### src/sv/pft_pkg.sv
// ----------------------------------------------------------------------------
// pft_pkg
// Types and constants shared by the properties-file tokenizer modules.
// ----------------------------------------------------------------------------
`default_nettype none

package pft_pkg;

	// Characters the parser reacts to
	localparam logic [15:0] CH_TAB    = 16'h0009;
	localparam logic [15:0] CH_LF     = 16'h000A;
	localparam logic [15:0] CH_CR     = 16'h000D;
	localparam logic [15:0] CH_SPACE  = 16'h0020;
	localparam logic [15:0] CH_BANG   = 16'h0021;
	localparam logic [15:0] CH_HASH   = 16'h0023;
	localparam logic [15:0] CH_COLON  = 16'h003A;
	localparam logic [15:0] CH_EQUAL  = 16'h003D;
	localparam logic [15:0] CH_BSLASH = 16'h005C;

	// Command queue between front and back
	localparam int CMDQ_DEPTH = 4;
	localparam int CMDQ_AW    = 2;

	typedef enum logic [1:0] {
		KIND_KEY     = 2'd0,
		KIND_VALUE   = 2'd1,
		KIND_PAIR    = 2'd2,
		KIND_ABANDON = 2'd3
	} kind_t;

	typedef enum logic [2:0] {
		MODE_LINE_START = 3'd0,
		MODE_SKIP_LINE  = 3'd1,
		MODE_KEY        = 3'd2,
		MODE_VALUE      = 3'd3,
		MODE_ESC        = 3'd4,
		MODE_CONT       = 3'd5
	} mode_t;

	typedef enum logic [1:0] {
		TAIL_NONE    = 2'd0,
		TAIL_PAIR    = 2'd1,
		TAIL_ABANDON = 2'd2
	} tail_t;

	typedef enum logic [1:0] {
		BK_RUN  = 2'd0,
		BK_WAIT = 2'd1,
		BK_SPC  = 2'd2
	} back_state_t;

	typedef struct packed {
		logic [15:0] char_code;
		logic        end_of_stream;
	} pft_item_t;

	typedef struct packed {
		kind_t       kind;
		logic [15:0] out_char;
		logic        overflow;
		logic        last;
	} pft_result_t;

	// One input's worth of work for the back end:
	// optional clear of held blanks, up to two pushed chars, optional end marker.
	typedef struct packed {
		logic        clr;
		logic        is_value;
		logic        p1_valid;
		logic [15:0] p1_char;
		logic        p2_valid;
		logic [15:0] p2_char;
		tail_t       tail;
	} pft_cmd_t;

	function automatic logic is_blank(input logic [15:0] ch);
		return (ch == CH_SPACE) || (ch == CH_TAB);
	endfunction

	function automatic logic is_eol(input logic [15:0] ch);
		return (ch == CH_CR) || (ch == CH_LF);
	endfunction

endpackage

`default_nettype wire

### src/sv/properties_file_tokenizer_top.sv
// ----------------------------------------------------------------------------
// properties_file_tokenizer_top
// Results pass through the command queue and then the output register.
// Rate: 1 char per cycle while the command queue has room; flushing held
// blanks, an early overflow emit and a backslash pair make the back end loop.
// Reset: arst_n clears parse mode, queue, held-blank count and output valid.
// ----------------------------------------------------------------------------
`default_nettype none

module properties_file_tokenizer_top
	import pft_pkg::*;
#(
	parameter int PENDING_DEPTH = 62
) (
	input  wire logic      clk,
	input  wire logic      arst_n,
	input  wire logic      item_valid,
	output logic           item_ready,
	input  wire pft_item_t item,
	output logic           result_valid,
	input  wire logic      result_ready,
	output pft_result_t    result
);

	logic     q_push;
	pft_cmd_t q_push_cmd;
	logic     q_full;
	logic     q_not_empty;
	pft_cmd_t q_head;
	logic     q_pop;

	pft_front u_front (
		.clk        (clk),
		.arst_n     (arst_n),
		.item_valid (item_valid),
		.item_ready (item_ready),
		.item       (item),
		.cmd_full   (q_full),
		.cmd_push   (q_push),
		.cmd        (q_push_cmd)
	);

	pft_cmd_fifo u_cmd_fifo (
		.clk       (clk),
		.arst_n    (arst_n),
		.push      (q_push),
		.push_cmd  (q_push_cmd),
		.pop       (q_pop),
		.full      (q_full),
		.not_empty (q_not_empty),
		.head_cmd  (q_head)
	);

	pft_back #(
		.PENDING_DEPTH (PENDING_DEPTH)
	) u_back (
		.clk          (clk),
		.arst_n       (arst_n),
		.cmd_valid    (q_not_empty),
		.cmd          (q_head),
		.cmd_pop      (q_pop),
		.result_valid (result_valid),
		.result_ready (result_ready),
		.result       (result)
	);

endmodule

`default_nettype wire

### src/sv/pft_ram.sv
// ----------------------------------------------------------------------------
// pft_ram
// Generic single-write, single-read RAM with registered read data.
// ----------------------------------------------------------------------------
`default_nettype none

module pft_ram #(
	parameter int WIDTH = 1,
	parameter int DEPTH = 62,
	parameter int AW    = (DEPTH > 1) ? $clog2(DEPTH) : 1
) (
	input  wire logic             clk,
	input  wire logic             we,
	input  wire logic [AW-1:0]    waddr,
	input  wire logic [WIDTH-1:0] wdata,
	input  wire logic [AW-1:0]    raddr,
	output logic      [WIDTH-1:0] rdata
);

	logic [WIDTH-1:0] mem [DEPTH];

	always_ff @(posedge clk) begin
		if (we) begin
			mem[waddr] <= wdata;
		end
		rdata <= mem[raddr];
	end

endmodule

`default_nettype wire

### src/sv/pft_front.sv
// ----------------------------------------------------------------------------
// pft_front
// Parser front end: tracks line/key/value mode and turns accepted characters
// into commands for the back end; not every character pushes one.
// ----------------------------------------------------------------------------
`default_nettype none

module pft_front
	import pft_pkg::*;
(
	input  wire logic      clk,
	input  wire logic      arst_n,
	input  wire logic      item_valid,
	output logic           item_ready,
	input  wire pft_item_t item,
	input  wire logic      cmd_full,
	output logic           cmd_push,
	output pft_cmd_t       cmd
);

	mode_t       mode_q, mode_d;
	logic        vstart_q, vstart_d;
	logic        acc;
	logic        emit;
	logic [15:0] ch;
	logic        eos;
	logic        blank;
	logic        eol;
	logic        sep;

	assign item_ready = !cmd_full;
	assign acc        = item_valid && item_ready;
	assign cmd_push   = acc && emit;

	always_ff @(posedge clk or negedge arst_n) begin
		if (!arst_n) begin
			mode_q   <= MODE_LINE_START;
			vstart_q <= 1'b0;
		end else if (acc) begin
			mode_q   <= mode_d;
			vstart_q <= vstart_d;
		end
	end

	always_comb begin
		ch       = item.char_code;
		eos      = item.end_of_stream;
		blank    = is_blank(ch);
		eol      = is_eol(ch);
		sep      = (ch inside {CH_EQUAL, CH_COLON});
		mode_d   = mode_q;
		vstart_d = vstart_q;
		emit     = 1'b0;
		cmd      = '0;
		case (mode_q)
			MODE_LINE_START: begin
				if (eos || blank || eol) begin
					mode_d = MODE_LINE_START;
				end else if (ch inside {CH_HASH, CH_BANG}) begin
					mode_d = MODE_SKIP_LINE;
				end else if (sep) begin
					// empty key
					emit     = 1'b1;
					cmd.clr  = 1'b1;
					mode_d   = MODE_VALUE;
					vstart_d = 1'b0;
				end else begin
					emit         = 1'b1;
					cmd.clr      = 1'b1;
					cmd.p1_valid = 1'b1;
					cmd.p1_char  = ch;
					mode_d       = MODE_KEY;
				end
			end
			MODE_SKIP_LINE: begin
				if (eos || eol) begin
					mode_d = MODE_LINE_START;
				end
			end
			MODE_KEY: begin
				emit = 1'b1;
				if (eos) begin
					cmd.clr  = 1'b1;
					cmd.tail = TAIL_ABANDON;
					mode_d   = MODE_LINE_START;
				end else if (sep) begin
					cmd.clr  = 1'b1;
					mode_d   = MODE_VALUE;
					vstart_d = 1'b0;
				end else begin
					// CR/LF stay in the key
					cmd.p1_valid = 1'b1;
					cmd.p1_char  = ch;
				end
			end
			MODE_VALUE: begin
				cmd.is_value = 1'b1;
				if (eos || eol) begin
					emit     = 1'b1;
					cmd.clr  = 1'b1;
					cmd.tail = TAIL_PAIR;
					mode_d   = MODE_LINE_START;
				end else if (ch == CH_BSLASH) begin
					mode_d = MODE_ESC;
				end else if (blank && !vstart_q) begin
					// leading blanks of a value are dropped
					mode_d = MODE_VALUE;
				end else begin
					emit         = 1'b1;
					cmd.p1_valid = 1'b1;
					cmd.p1_char  = ch;
					if (!blank) begin
						vstart_d = 1'b1;
					end
				end
			end
			MODE_ESC: begin
				cmd.is_value = 1'b1;
				if (eos) begin
					emit         = 1'b1;
					cmd.p1_valid = 1'b1;
					cmd.p1_char  = CH_BSLASH;
					cmd.tail     = TAIL_PAIR;
					mode_d       = MODE_LINE_START;
				end else if (eol) begin
					mode_d = MODE_CONT;
				end else begin
					emit         = 1'b1;
					cmd.p1_valid = 1'b1;
					cmd.p1_char  = CH_BSLASH;
					cmd.p2_valid = 1'b1;
					cmd.p2_char  = ch;
					vstart_d     = 1'b1;
					mode_d       = MODE_VALUE;
				end
			end
			MODE_CONT: begin
				cmd.is_value = 1'b1;
				if (eos) begin
					emit     = 1'b1;
					cmd.clr  = 1'b1;
					cmd.tail = TAIL_PAIR;
					mode_d   = MODE_LINE_START;
				end else if (blank || eol) begin
					mode_d = MODE_CONT;
				end else begin
					emit         = 1'b1;
					cmd.p1_valid = 1'b1;
					cmd.p1_char  = ch;
					vstart_d     = 1'b1;
					mode_d       = MODE_VALUE;
				end
			end
			default: begin
				mode_d = MODE_LINE_START;
			end
		endcase
	end

endmodule

`default_nettype wire

### src/sv/pft_cmd_fifo.sv
// ----------------------------------------------------------------------------
// pft_cmd_fifo
// Short command queue that decouples the parser front from the emit back end.
// ----------------------------------------------------------------------------
`default_nettype none

module pft_cmd_fifo
	import pft_pkg::*;
(
	input  wire logic     clk,
	input  wire logic     arst_n,
	input  wire logic     push,
	input  wire pft_cmd_t push_cmd,
	input  wire logic     pop,
	output logic          full,
	output logic          not_empty,
	output pft_cmd_t      head_cmd
);

	pft_cmd_t           slot_q [CMDQ_DEPTH];
	logic [CMDQ_AW-1:0] wptr_q;
	logic [CMDQ_AW-1:0] rptr_q;
	logic [CMDQ_AW:0]   cnt_q;
	logic               do_pop;

	assign full      = (cnt_q == (CMDQ_AW+1)'(CMDQ_DEPTH));
	assign not_empty = (cnt_q != '0);
	assign head_cmd  = slot_q[rptr_q];
	assign do_pop    = pop && not_empty;

	always_ff @(posedge clk) begin
		if (push) begin
			slot_q[wptr_q] <= push_cmd;
		end
	end

	always_ff @(posedge clk or negedge arst_n) begin
		if (!arst_n) begin
			wptr_q <= '0;
			rptr_q <= '0;
			cnt_q  <= '0;
		end else begin
			if (push) begin
				wptr_q <= wptr_q + 1'b1;
			end
			if (do_pop) begin
				rptr_q <= rptr_q + 1'b1;
			end
			case ({push, do_pop})
				2'b10:   cnt_q <= cnt_q + 1'b1;
				2'b01:   cnt_q <= cnt_q - 1'b1;
				default: cnt_q <= cnt_q;
			endcase
		end
	end

endmodule

`default_nettype wire

### src/sv/pft_back.sv
// ----------------------------------------------------------------------------
// pft_back
// Emit back end: runs queued commands, holds trailing blanks in a circular
// buffer, flushes or overflows them, and drives the result register.
// ----------------------------------------------------------------------------
`default_nettype none

module pft_back
	import pft_pkg::*;
#(
	parameter int PENDING_DEPTH = 62
) (
	input  wire logic     clk,
	input  wire logic     arst_n,
	input  wire logic     cmd_valid,
	input  wire pft_cmd_t cmd,
	output logic          cmd_pop,
	output logic          result_valid,
	input  wire logic     result_ready,
	output pft_result_t   result
);

	localparam int PTR_W = (PENDING_DEPTH > 1) ? $clog2(PENDING_DEPTH) : 1;
	localparam int CNT_W = $clog2(PENDING_DEPTH + 1);
	localparam int SUM_W = CNT_W + 1;

	back_state_t      state_q, state_d;
	logic             done1_q, done1_d;
	logic             done2_q, done2_d;
	logic             clr_done_q, clr_done_d;
	logic             ovf_q, ovf_d;
	logic [PTR_W-1:0] head_q, head_d;
	logic [CNT_W-1:0] cnt_q, cnt_d;
	logic             out_valid_q;
	pft_result_t      out_q;

	logic             load;
	pft_result_t      load_data;
	logic             out_free;
	logic [CNT_W-1:0] eff_cnt;
	logic             at_p1;
	logic             at_p2;
	logic [15:0]      cur_ch;
	logic             cur_blank;
	logic             more;
	logic             rest_after;
	logic             item_done;
	kind_t            ch_kind;
	logic [PTR_W-1:0] head_inc;
	logic [SUM_W-1:0] wsum;
	logic [SUM_W-1:0] wsum_mod;
	logic             we;
	logic [PTR_W-1:0] waddr;
	logic             wdata;
	logic             rdata;

	pft_ram #(
		.WIDTH (1),
		.DEPTH (PENDING_DEPTH),
		.AW    (PTR_W)
	) u_pend_ram (
		.clk   (clk),
		.we    (we),
		.waddr (waddr),
		.wdata (wdata),
		.raddr (head_d),
		.rdata (rdata)
	);

	assign result_valid = out_valid_q;
	assign result       = out_q;

	always_ff @(posedge clk or negedge arst_n) begin
		if (!arst_n) begin
			state_q     <= BK_RUN;
			done1_q     <= 1'b0;
			done2_q     <= 1'b0;
			clr_done_q  <= 1'b0;
			ovf_q       <= 1'b0;
			head_q      <= '0;
			cnt_q       <= '0;
			out_valid_q <= 1'b0;
		end else begin
			state_q    <= state_d;
			done1_q    <= done1_d;
			done2_q    <= done2_d;
			clr_done_q <= clr_done_d;
			ovf_q      <= ovf_d;
			head_q     <= head_d;
			cnt_q      <= cnt_d;
			if (load) begin
				out_valid_q <= 1'b1;
			end else if (result_ready) begin
				out_valid_q <= 1'b0;
			end
		end
	end

	always_ff @(posedge clk) begin
		if (load) begin
			out_q <= load_data;
		end
	end

	always_comb begin
		out_free  = !out_valid_q || result_ready;
		eff_cnt   = (cmd.clr && !clr_done_q) ? '0 : cnt_q;
		at_p1     = cmd.p1_valid && !done1_q;
		at_p2     = !at_p1 && cmd.p2_valid && !done2_q;
		cur_ch    = at_p1 ? cmd.p1_char : cmd.p2_char;
		cur_blank = is_blank(cur_ch);
		ch_kind   = cmd.is_value ? KIND_VALUE : KIND_KEY;
		// a blank second char after a flushed first one never emits
		more       = at_p1 ? ((cmd.p2_valid && !is_blank(cmd.p2_char)) ||
		                      (cmd.tail != TAIL_NONE))
		                   : (cmd.tail != TAIL_NONE);
		rest_after = at_p1 ? (cmd.p2_valid || (cmd.tail != TAIL_NONE))
		                   : (cmd.tail != TAIL_NONE);
		head_inc  = (head_q == PTR_W'(PENDING_DEPTH - 1)) ? '0 : head_q + 1'b1;
		wsum      = SUM_W'(head_q) + SUM_W'(eff_cnt);
		wsum_mod  = (wsum >= SUM_W'(PENDING_DEPTH)) ? wsum - SUM_W'(PENDING_DEPTH) : wsum;

		state_d    = state_q;
		done1_d    = done1_q;
		done2_d    = done2_q;
		clr_done_d = clr_done_q;
		ovf_d      = ovf_q;
		head_d     = head_q;
		cnt_d      = cnt_q;
		cmd_pop    = 1'b0;
		item_done  = 1'b0;
		load       = 1'b0;
		load_data  = '0;
		we         = 1'b0;
		waddr      = wsum_mod[PTR_W-1:0];
		wdata      = (cur_ch == CH_TAB);

		case (state_q)
			BK_RUN: begin
				if (cmd_valid) begin
					if (!at_p1 && !at_p2) begin
						if (cmd.tail == TAIL_NONE) begin
							cnt_d   = eff_cnt;
							cmd_pop = 1'b1;
						end else if (out_free) begin
							load           = 1'b1;
							load_data.kind = (cmd.tail == TAIL_PAIR) ? KIND_PAIR
							                                         : KIND_ABANDON;
							load_data.last = 1'b1;
							cnt_d          = '0;
							cmd_pop        = 1'b1;
						end
					end else if (cur_blank) begin
						clr_done_d = 1'b1;
						if (eff_cnt == CNT_W'(PENDING_DEPTH)) begin
							// buffer full: oldest blank goes out early
							cnt_d   = eff_cnt;
							ovf_d   = 1'b1;
							state_d = BK_WAIT;
						end else begin
							we        = 1'b1;
							cnt_d     = eff_cnt + 1'b1;
							item_done = 1'b1;
						end
					end else if (eff_cnt != '0) begin
						clr_done_d = 1'b1;
						cnt_d      = eff_cnt;
						ovf_d      = 1'b0;
						state_d    = BK_WAIT;
					end else if (out_free) begin
						clr_done_d         = 1'b1;
						load               = 1'b1;
						load_data.kind     = ch_kind;
						load_data.out_char = cur_ch;
						load_data.last     = !more;
						cnt_d              = '0;
						item_done          = 1'b1;
					end
				end
			end
			BK_WAIT: begin
				// read of the head entry is in flight
				state_d = BK_SPC;
			end
			BK_SPC: begin
				if (out_free) begin
					load               = 1'b1;
					load_data.kind     = ch_kind;
					load_data.out_char = rdata ? CH_TAB : CH_SPACE;
					load_data.overflow = ovf_q;
					load_data.last     = ovf_q && !more;
					head_d             = head_inc;
					if (ovf_q) begin
						// new blank takes the slot just freed
						we        = 1'b1;
						waddr     = head_q;
						item_done = 1'b1;
						state_d   = BK_RUN;
					end else begin
						cnt_d = cnt_q - 1'b1;
						if (cnt_q == CNT_W'(1)) begin
							state_d = BK_RUN;
						end
					end
				end
			end
			default: begin
				state_d = BK_RUN;
			end
		endcase

		if (item_done) begin
			if (at_p1) begin
				done1_d = 1'b1;
			end else begin
				done2_d = 1'b1;
			end
			if (!rest_after) begin
				cmd_pop = 1'b1;
			end
		end
		if (cmd_pop) begin
			done1_d    = 1'b0;
			done2_d    = 1'b0;
			clr_done_d = 1'b0;
		end
	end

endmodule

`default_nettype wire

### config.mk
export PLATFORM = sky130hd
export DESIGN_NAME = properties_file_tokenizer_top
export DESIGN_NICKNAME = d
export VERILOG_FILES = /design/src/sv/pft_pkg.sv /design/src/sv/properties_file_tokenizer_top.sv /design/src/sv/pft_ram.sv /design/src/sv/pft_front.sv /design/src/sv/pft_cmd_fifo.sv /design/src/sv/pft_back.sv
export SDC_FILE = /design/constraint.sdc
export NUM_CORES = 1
export LEC_CHECK = 0
export ABC_AREA = 0
export ABC_CLOCK_PERIOD_IN_PS = 12400
export BUFFER_PORTS_ARGS = -buffer_cell sky130_fd_sc_hd__clkbuf_2
export CAP_MARGIN = 20
export CORE_MARGIN = 5
export CORE_UTILIZATION = 25
export DETAILED_ROUTE_END_ITERATION = 16
export GPL_TIMING_DRIVEN = 0
export MAX_ROUTING_LAYER = met4
export PLACE_DENSITY_LB_ADDON = 0.3
export SLEW_MARGIN = 25
export SYNTH_ARGS = -nofsm -noshare
export SYNTH_HDL_FRONTEND = slang
export SYNTH_SLANG_ARGS = --single-unit
### constraint.sdc
create_clock -name clk -period 12.4 [get_ports clk]
set_input_delay 0.62 -clock clk [delete_from_list [all_inputs] [get_ports clk]]
set_output_delay 0.62 -clock clk [all_outputs]
set_load 0.05 [all_outputs]
# Word level (Yosys, flattened, before mapping)
# Memory sizes are Yosys's and may differ from the RTL's. A register that Yosys moved wholly into a read port is not among the register bits.
# Cells that the tools add are included.
totals:
  reg_bits: 50
  ram_bits: 214
  input_bits: 21
  output_inout_bits: 22
  word_cells: 299
  n_memories: 2
classes:
  n_addsub: 9
  n_lt_le_gt_ge: 1
  eq_ne: 51
  muxes: 157
  n_bitwise: 1
  n_reduce_logical: 61
memory_table:
  columns: ["name", "words", "word_bits", "rd", "rd_ports_with_merged_regs", "write_ports", "line_no", "rtl"]
  rows:
  - ["u_cmd_fifo.slot_q", 4, 38, 1, 0, 1, "pft_cmd_fifo.sv:20", "pft_cmd_t slot_q [CMDQ_DEPTH];"]
  - ["u_back.u_pend_ram.mem", 62, 1, 1, 1, 1, "pft_ram.sv:20", "logic [WIDTH-1:0] mem [DEPTH];"]
ops:
  columns: ["cell", "count"]
  rows:
  - ["2-to-1 mux 17 bit", 12]
  - ["equality test 16 x 6 -> 1 bit (second input constant)", 7]
  - ["2-to-1 mux 6 bit", 18]
  - ["case mux 17 bit (5 select lines)", 1]
  - ["2-to-1 mux 1 bit", 81]
  - ["equality test 16 x 4 -> 1 bit (second input constant)", 5]
  - ["2-to-1 mux 18 bit", 4]
  - ["2-to-1 mux 3 bit", 12]
  - ["case mux 18 bit (2 select lines)", 1]
  - ["2-to-1 mux 34 bit", 1]
  - ["inequality test 2 bit (second input constant)", 17]
  - ["2-to-1 mux 16 bit", 2]
  - ["2-to-1 mux 2 bit", 12]
  - ["nonzero test 2 bit", 11]
  - ["2-to-1 mux 20 bit", 1]
  - ["case mux 3 bit (6 select lines)", 1]
  - ["equality test 16 x 7 -> 1 bit (second input constant)", 1]
  - ["AND reduction 13 bit", 1]
  - ["adder 6 x 1 -> 6 bit (second input constant)", 2]
  - ["equality test 6 bit (second input constant)", 2]
  - ["case mux 2 bit (3 select lines)", 2]
  - ["case mux 6 bit (2 select lines)", 1]
  - ["AND reduction 4 bit", 3]
  - ["logical AND 1 bit", 11]
  - ["other kinds (36)", 71]

# Depth between registers and ports, before layout
depth:
  depth_word: 15
  ltp_mapped: 19
  depth_no_buf: 18

# Hierarchy
# Synthesis repeated with hierarchy kept, for this count alone.
hier_totals:
  cells_unflattened: 928
  hier_area_um2: 12773.5
by_module_without_submodules:
  columns: ["mod", "n_inst", "cells_each", "area_each_um2", "seq_area_each_um2"]
  rows:
  - ["pft_cmd_fifo", 1, 236, 5945.7, 4739.5]
  - ["pft_back", 1, 348, 2956.6, 1076.0]
  - ["pft_ram", 1, 204, 2902.8, 1881.8]
  - ["pft_front", 1, 140, 968.4, 100.1]

# Worst setup path after synthesis
# OpenSTA, ideal clock, no wires.
synth_timing:
  path_type: "flip-flop to flip-flop"
  start: "register u_cmd_fifo.rptr_q[1]"
  end: "memory u_back.u_pend_ram.mem[0] (data pin)"
  setup_ns: 0.843
  arrival_time_ns: 5.489
  required_ns: 11.557
  path_slack_ns: 6.068
  stages_incl_launch_ff: 10
  path_buffers: 3
  synth_period_minus_slack_ns: 6.332
  path_cell_list: "dfrtp_1 -> buf_2 -> buf_2 -> clkbuf_1 -> mux4_2 -> nor4_1 -> nand4_1 -> nor2_2 -> nor2_1 -> nor4_1"
synth_via:
  elab_chain_cells: 4
synth_lines:
  columns: ["item", "line_no", "rtl"]
  rows:
  - ["start, declared", "pft_cmd_fifo.sv:22", "logic [CMDQ_AW-1:0] rptr_q;"]
  - ["start signal, assigned", "pft_cmd_fifo.sv:47", "rptr_q <= rptr_q + 1'b1;"]
  - ["memory read (4 x 38 bit) *", null, null]
  - ["logical AND 1 bit", "pft_back.sv:108", "at_p1 = cmd.p1_valid && !done1_q;"]
  - ["2-to-1 mux 16 bit *", "pft_back.sv:110", "cur_ch = at_p1 ? cmd.p1_char : cmd.p2_char;"]
  - ["equality test 16 x 4 -> 1 bit *", "pft_back.sv:136", "wdata = (cur_ch == CH_TAB);"]
  - ["named net u_back.u_pend_ram.wdata", "pft_ram.sv:15", "input wire logic [WIDTH-1:0] wdata,"]
  - ["end, declared", "pft_ram.sv:20", null]
# The timed path passes the listed nets; every way through them passes the cells marked *.

# Worst setup path in the final report
layout_timing:
  start: "register u_cmd_fifo.rptr_q[1]"
  end: "register u_cmd_fifo.cnt_q[2]"
layout_via:
  elab_chain_cells: 15
  elab_cells_between_ends: 36
  classes_between: "eq/ne (5); mux (16); reduce/logical (14); memory (1)"
layout_lines:
  columns: ["item", "line_no", "rtl"]
  rows:
  - ["memory read (4 x 38 bit) *", null, null]
  - ["branches (longest 10 deep; another with 2-to-1 mux 16 bit)", null, null]
  - ["2-to-1 mux 1 bit *", "pft_back.sv:212", "if (item_done) begin"]
  - ["logical AND 1 bit *", "pft_cmd_fifo.sv:29", "assign do_pop = pop && not_empty;"]
  - ["named net u_cmd_fifo.do_pop", "pft_cmd_fifo.sv:24", "logic do_pop;"]
  - ["equality test 2 x 1 -> 1 bit or equality test 2 bit (tied branches)", "pft_cmd_fifo.sv:49", "case ({push, do_pop})"]
  - ["case mux 3 bit (2 select lines) or nonzero test 2 bit (tied branches)", null, null]
  - ["end signal, assigned", "pft_cmd_fifo.sv:50", "2'b10: cnt_q <= cnt_q + 1'b1;"]
  - ["end signal, assigned", "pft_cmd_fifo.sv:51", "2'b01: cnt_q <= cnt_q - 1'b1;"]
  - ["end signal, assigned", "pft_cmd_fifo.sv:52", "default: cnt_q <= cnt_q;"]
  - ["end, declared", "pft_cmd_fifo.sv:23", "logic [CMDQ_AW:0] cnt_q;"]
# Mark *: on every way through the listed nets, which the timed path passes.
# A chain may end at the register's enable or synchronous reset.

==> key figures <==
Outcome
  • Status: completed

Critical path
  • Reg-to-reg slack, setup: 7.18 ns
  • WP data arrival: 5.70 ns
  • FF-to-FF path depth: 16
  • WS Path Type: reg2reg
  • Worst Setup End Kind: register
  • Type of origin of the critical path: register
  • Worst path required time: 12.89 ns
  • Worst Path Max Fanout: 10
  • Reg2reg start: u_cmd_fifo.rptr_q[1]
  • Reg2reg end: u_cmd_fifo.cnt_q[2]

Timing
  • RSZ-0062 raised after global routing: false
  • Setup TNS: 0 ns
  • Tmin final: 5.22 ns
  • Clock Skew: 0.0216 ns
  • Peak Freq: 192 MHz
  • Slew margin rel.: 40.6%
  • Fin crit share: 42.1%
  • Final slew viol count: 0
  • Worst-margin pin slew: 0.883 ns
  • Final worst slack: 7.18 ns
  • Final Hold Vio Count: 0
  • Endpoints failing setup: 0

Synthesis
  • Prevailing post-synth register cell: edfxtp_1
  • Syn nets: 1017
  • EDFF count, synth: 234
  • Main area contributors after synthesis: edfxtp_1 55%, dfrtp_1 5.9%, mux4_2 5.8%, mux2i_1 5.1%, nor2_1 2.9%
  • Yosys top cell area share: 54.8%
  • Cell count after synthesis: 976
  • Asr flop ratio synth: 11.3%
  • Synthesized flop and latch total: 265
  • Synth cell count leaders: 234 x edfxtp_1, 99 x nor2_1, 90 x nand2_1, 66 x mux2i_1, 45 x a21oi_1
  • Mean Syn Cell Area: 13.1 um2
  • Seq/Total Area, Yosys: 60.8%
  • Synthesis warning total: 0
  • Cell Area, Synth: 12800 um2
  • Synth cell types: 81
  • Yosys top cell by area: edfxtp_1
  • Top-count cell post-synth: edfxtp_1

Clock network
  • Cts hold-fix bufs: 0
  • CTS-repair resized insts: 0
  • # clock sinks: 265
  • CTS Buf Count: 29
  • Clk_lat worst skew: 0.58 ns
  • CTS tree: yes
  • CTS H-Tree Depth: 1
  • Setup bufs post-CTS: 0
  • CTS Buffer Depth: 3
  • Clk slew on worst S/H paths: 0.07 ns
  • Root Driver: clkbuf_16

GRT
  • Grt ovf: 0
  • All-layer global routing usage: 11.4%
  • Initial antenna violation count: 0
  • Global-route wire length before repair: 49.2 mm
  • Largest net degree at the start of global routing: 39
  • Vias in the first global route: 8302

Floorplan
  • Row cnt: 83
  • Die area: 55900 um2
  • I/O pin cnt: 43
  • Starting density of the core: 25.1%
  • Die Wd: 237 um
  • Die Span Y: 237 um
  • Core Box Area: 51100 um2

Flow run
  • Max-cap violations: 0

Layout
  • Fill cell count: 5210
  • Register area: 7800 um2
  • ANT cells: 0
  • P&R area growth vs syn: 16.1%
  • Share of layout cells above drive strength 1: 16.0%
  • Nets: 1094
  • Multi-input logic area: 4740 um2

Hold path
  • Hold WC Path Type: in2async

Detailed routing
  • Drt initial violations: 573
  • Avg Vias per Cell: 4.65
  • Post-route ant nets: 0
  • DRC viols: 0
  • Routed len/inst: 18.0 um
  • Drt pass-1 iters: 5
  • Detailed-route via count: 8164
  • Post-Route WL: 31.6 mm

Placed design
  • Final GP Congestion: 0.834
  • Placement Setup Slack: 7.22 ns
  • DP Wirelength: 21.7 mm
  • Buffers on Ports: 39

Pwr
  • Leakage Power: 5.39 nW
  • VDD IR-drop max: 129 uV
  • Pwr dens: 244 nW/um2
## power breakdown
part | leakage [nW] | switching, mW | internal, mW
combinational | 2.21 | 1.06 | 0.540
clock | 0.460 | 0.351 | 0.500
sequential | 2.72 | 0.0638 | 1.12
## registers in the layout, indices dropped and copies added, names as in the netlist
register / cells
u_back.clr_done_q: 1
u_back.cnt_q: 6
u_back.done1_q: 1
u_back.done2_q: 1
u_back.head_q: 6
u_back.ovf_q: 1
u_back.result: 20
u_back.result_valid: 1
u_back.state_q: 2
u_back.u_pend_ram.mem: 62
u_back.u_pend_ram.rdata: 1
u_cmd_fifo.cnt_q: 3
u_cmd_fifo.rptr_q: 2
u_cmd_fifo.slot_q: 152
u_cmd_fifo.wptr_q: 2
u_front.mode_q: 3
u_front.vstart_q: 1
## cells by family (layout without fill, tap and decap cells)
| family | after synthesis | in the layout | synth area share (%) |
|---|---|---|---|
| compound gates | 152 | 152 | 7.69 |
| flops | 265 | 265 | 60.8 |
| mux | 107 | 107 | 12.2 |
| simple gates | 346 | 346 | 13.6 |
| fa+ha+maj | 21 | 21 | 2.16 |
| xor+xnor | 14 | 14 | 0.956 |
| buf+inv | 71 | 171 | 2.60 |
## worst max path at each step
stage                          from                  endpoint  slack [ns]  cells past startpoint
2_1_floorplan  u_cmd_fifo.rptr_q[1]  u_back.u_pend_ram.mem[0]        6.07                      9
3_3_place_gp   u_cmd_fifo.rptr_q[1]  u_back.u_pend_ram.mem[9]        2.04                      8
3_5_place_dp   u_cmd_fifo.rptr_q[1]       u_cmd_fifo.cnt_q[2]        7.22                     16
4_1_cts        u_cmd_fifo.rptr_q[1]       u_cmd_fifo.cnt_q[2]        7.16                     16
5_1_grt        u_cmd_fifo.rptr_q[1]       u_cmd_fifo.cnt_q[2]        6.92                     16
6_report       u_cmd_fifo.rptr_q[1]       u_cmd_fifo.cnt_q[2]        7.18                     16
## layer usage
layer	GRT usage, %	routed length (um)	part of all wire, %
met1	15.2	14500	46
met2	18.1	15100	48
met3	1.54	1180	3.7
met4	3.52	905	2.9
met5	-	0	0
## cells in the final DEF (no fill, tap or decap), types with 7 or more instances in the layout
cell / n
edfxtp_1: 234
nor2_1: 99
nand2_1: 89
mux2i_1: 66
clkbuf_1: 46
a21oi_1: 44
clkbuf_2: 39
o21ai_0: 37
and2_1: 34
mux4_2: 33
dfrtp_1: 30
clkbuf_16: 29
inv_1: 24
nor3_1: 19
ha_1: 18
nand3_1: 15
buf_2: 11
or3_1: 10
xor2_1: 9
nor4_1: 8
nand3b_1: 8
and3_1: 7
nand2b_1: 7
a21o_1: 7
## through the flow
step	cells	utilization, %	hold WS (ns)	power, mW	area [um2]
finish	1756	29.2	0.149	3.64	14900
global route	1756	29.2	0.220	3.87	14900
CTS	1756	29.2	0.183	3.68	14900
detailed placement	1702	27.3	0.491	2.82	14000
global placement	1695	27.2	0.480	2.80	13900
floorplan	976	-	0.324	2.37	12800
## cell type report
cell class | instances | area share, %
Buffer | 46 | 1.61
Clock buffer | 44 | 5.52
Clock inverter | 10 | 0.781
Inverter | 25 | 0.630
Multi-Input combinational cell | 640 | 31.8
Sequential cell | 265 | 52.3
Tap cell | 680 | 5.71
Timing Repair Buffer | 46 | 1.58
## worst max-delay path, cell delays in order, from the launching register on
cell       delay (ns)
dfrtp_1          0.39
buf_2            0.30
buf_2            0.36
clkbuf_1         0.60
mux4_1           0.48
nor4_1           0.52
and4_1           0.39
o2111ai_1        0.26
o211ai_1         0.27
a31o_2           0.23
and3_1           0.21
ha_1             0.20
inv_1            0.07
fa_1             0.42
xor2_1           0.15
nor2_1           0.11
xor2_1           0.15
(Power assumes the default switching activity.)
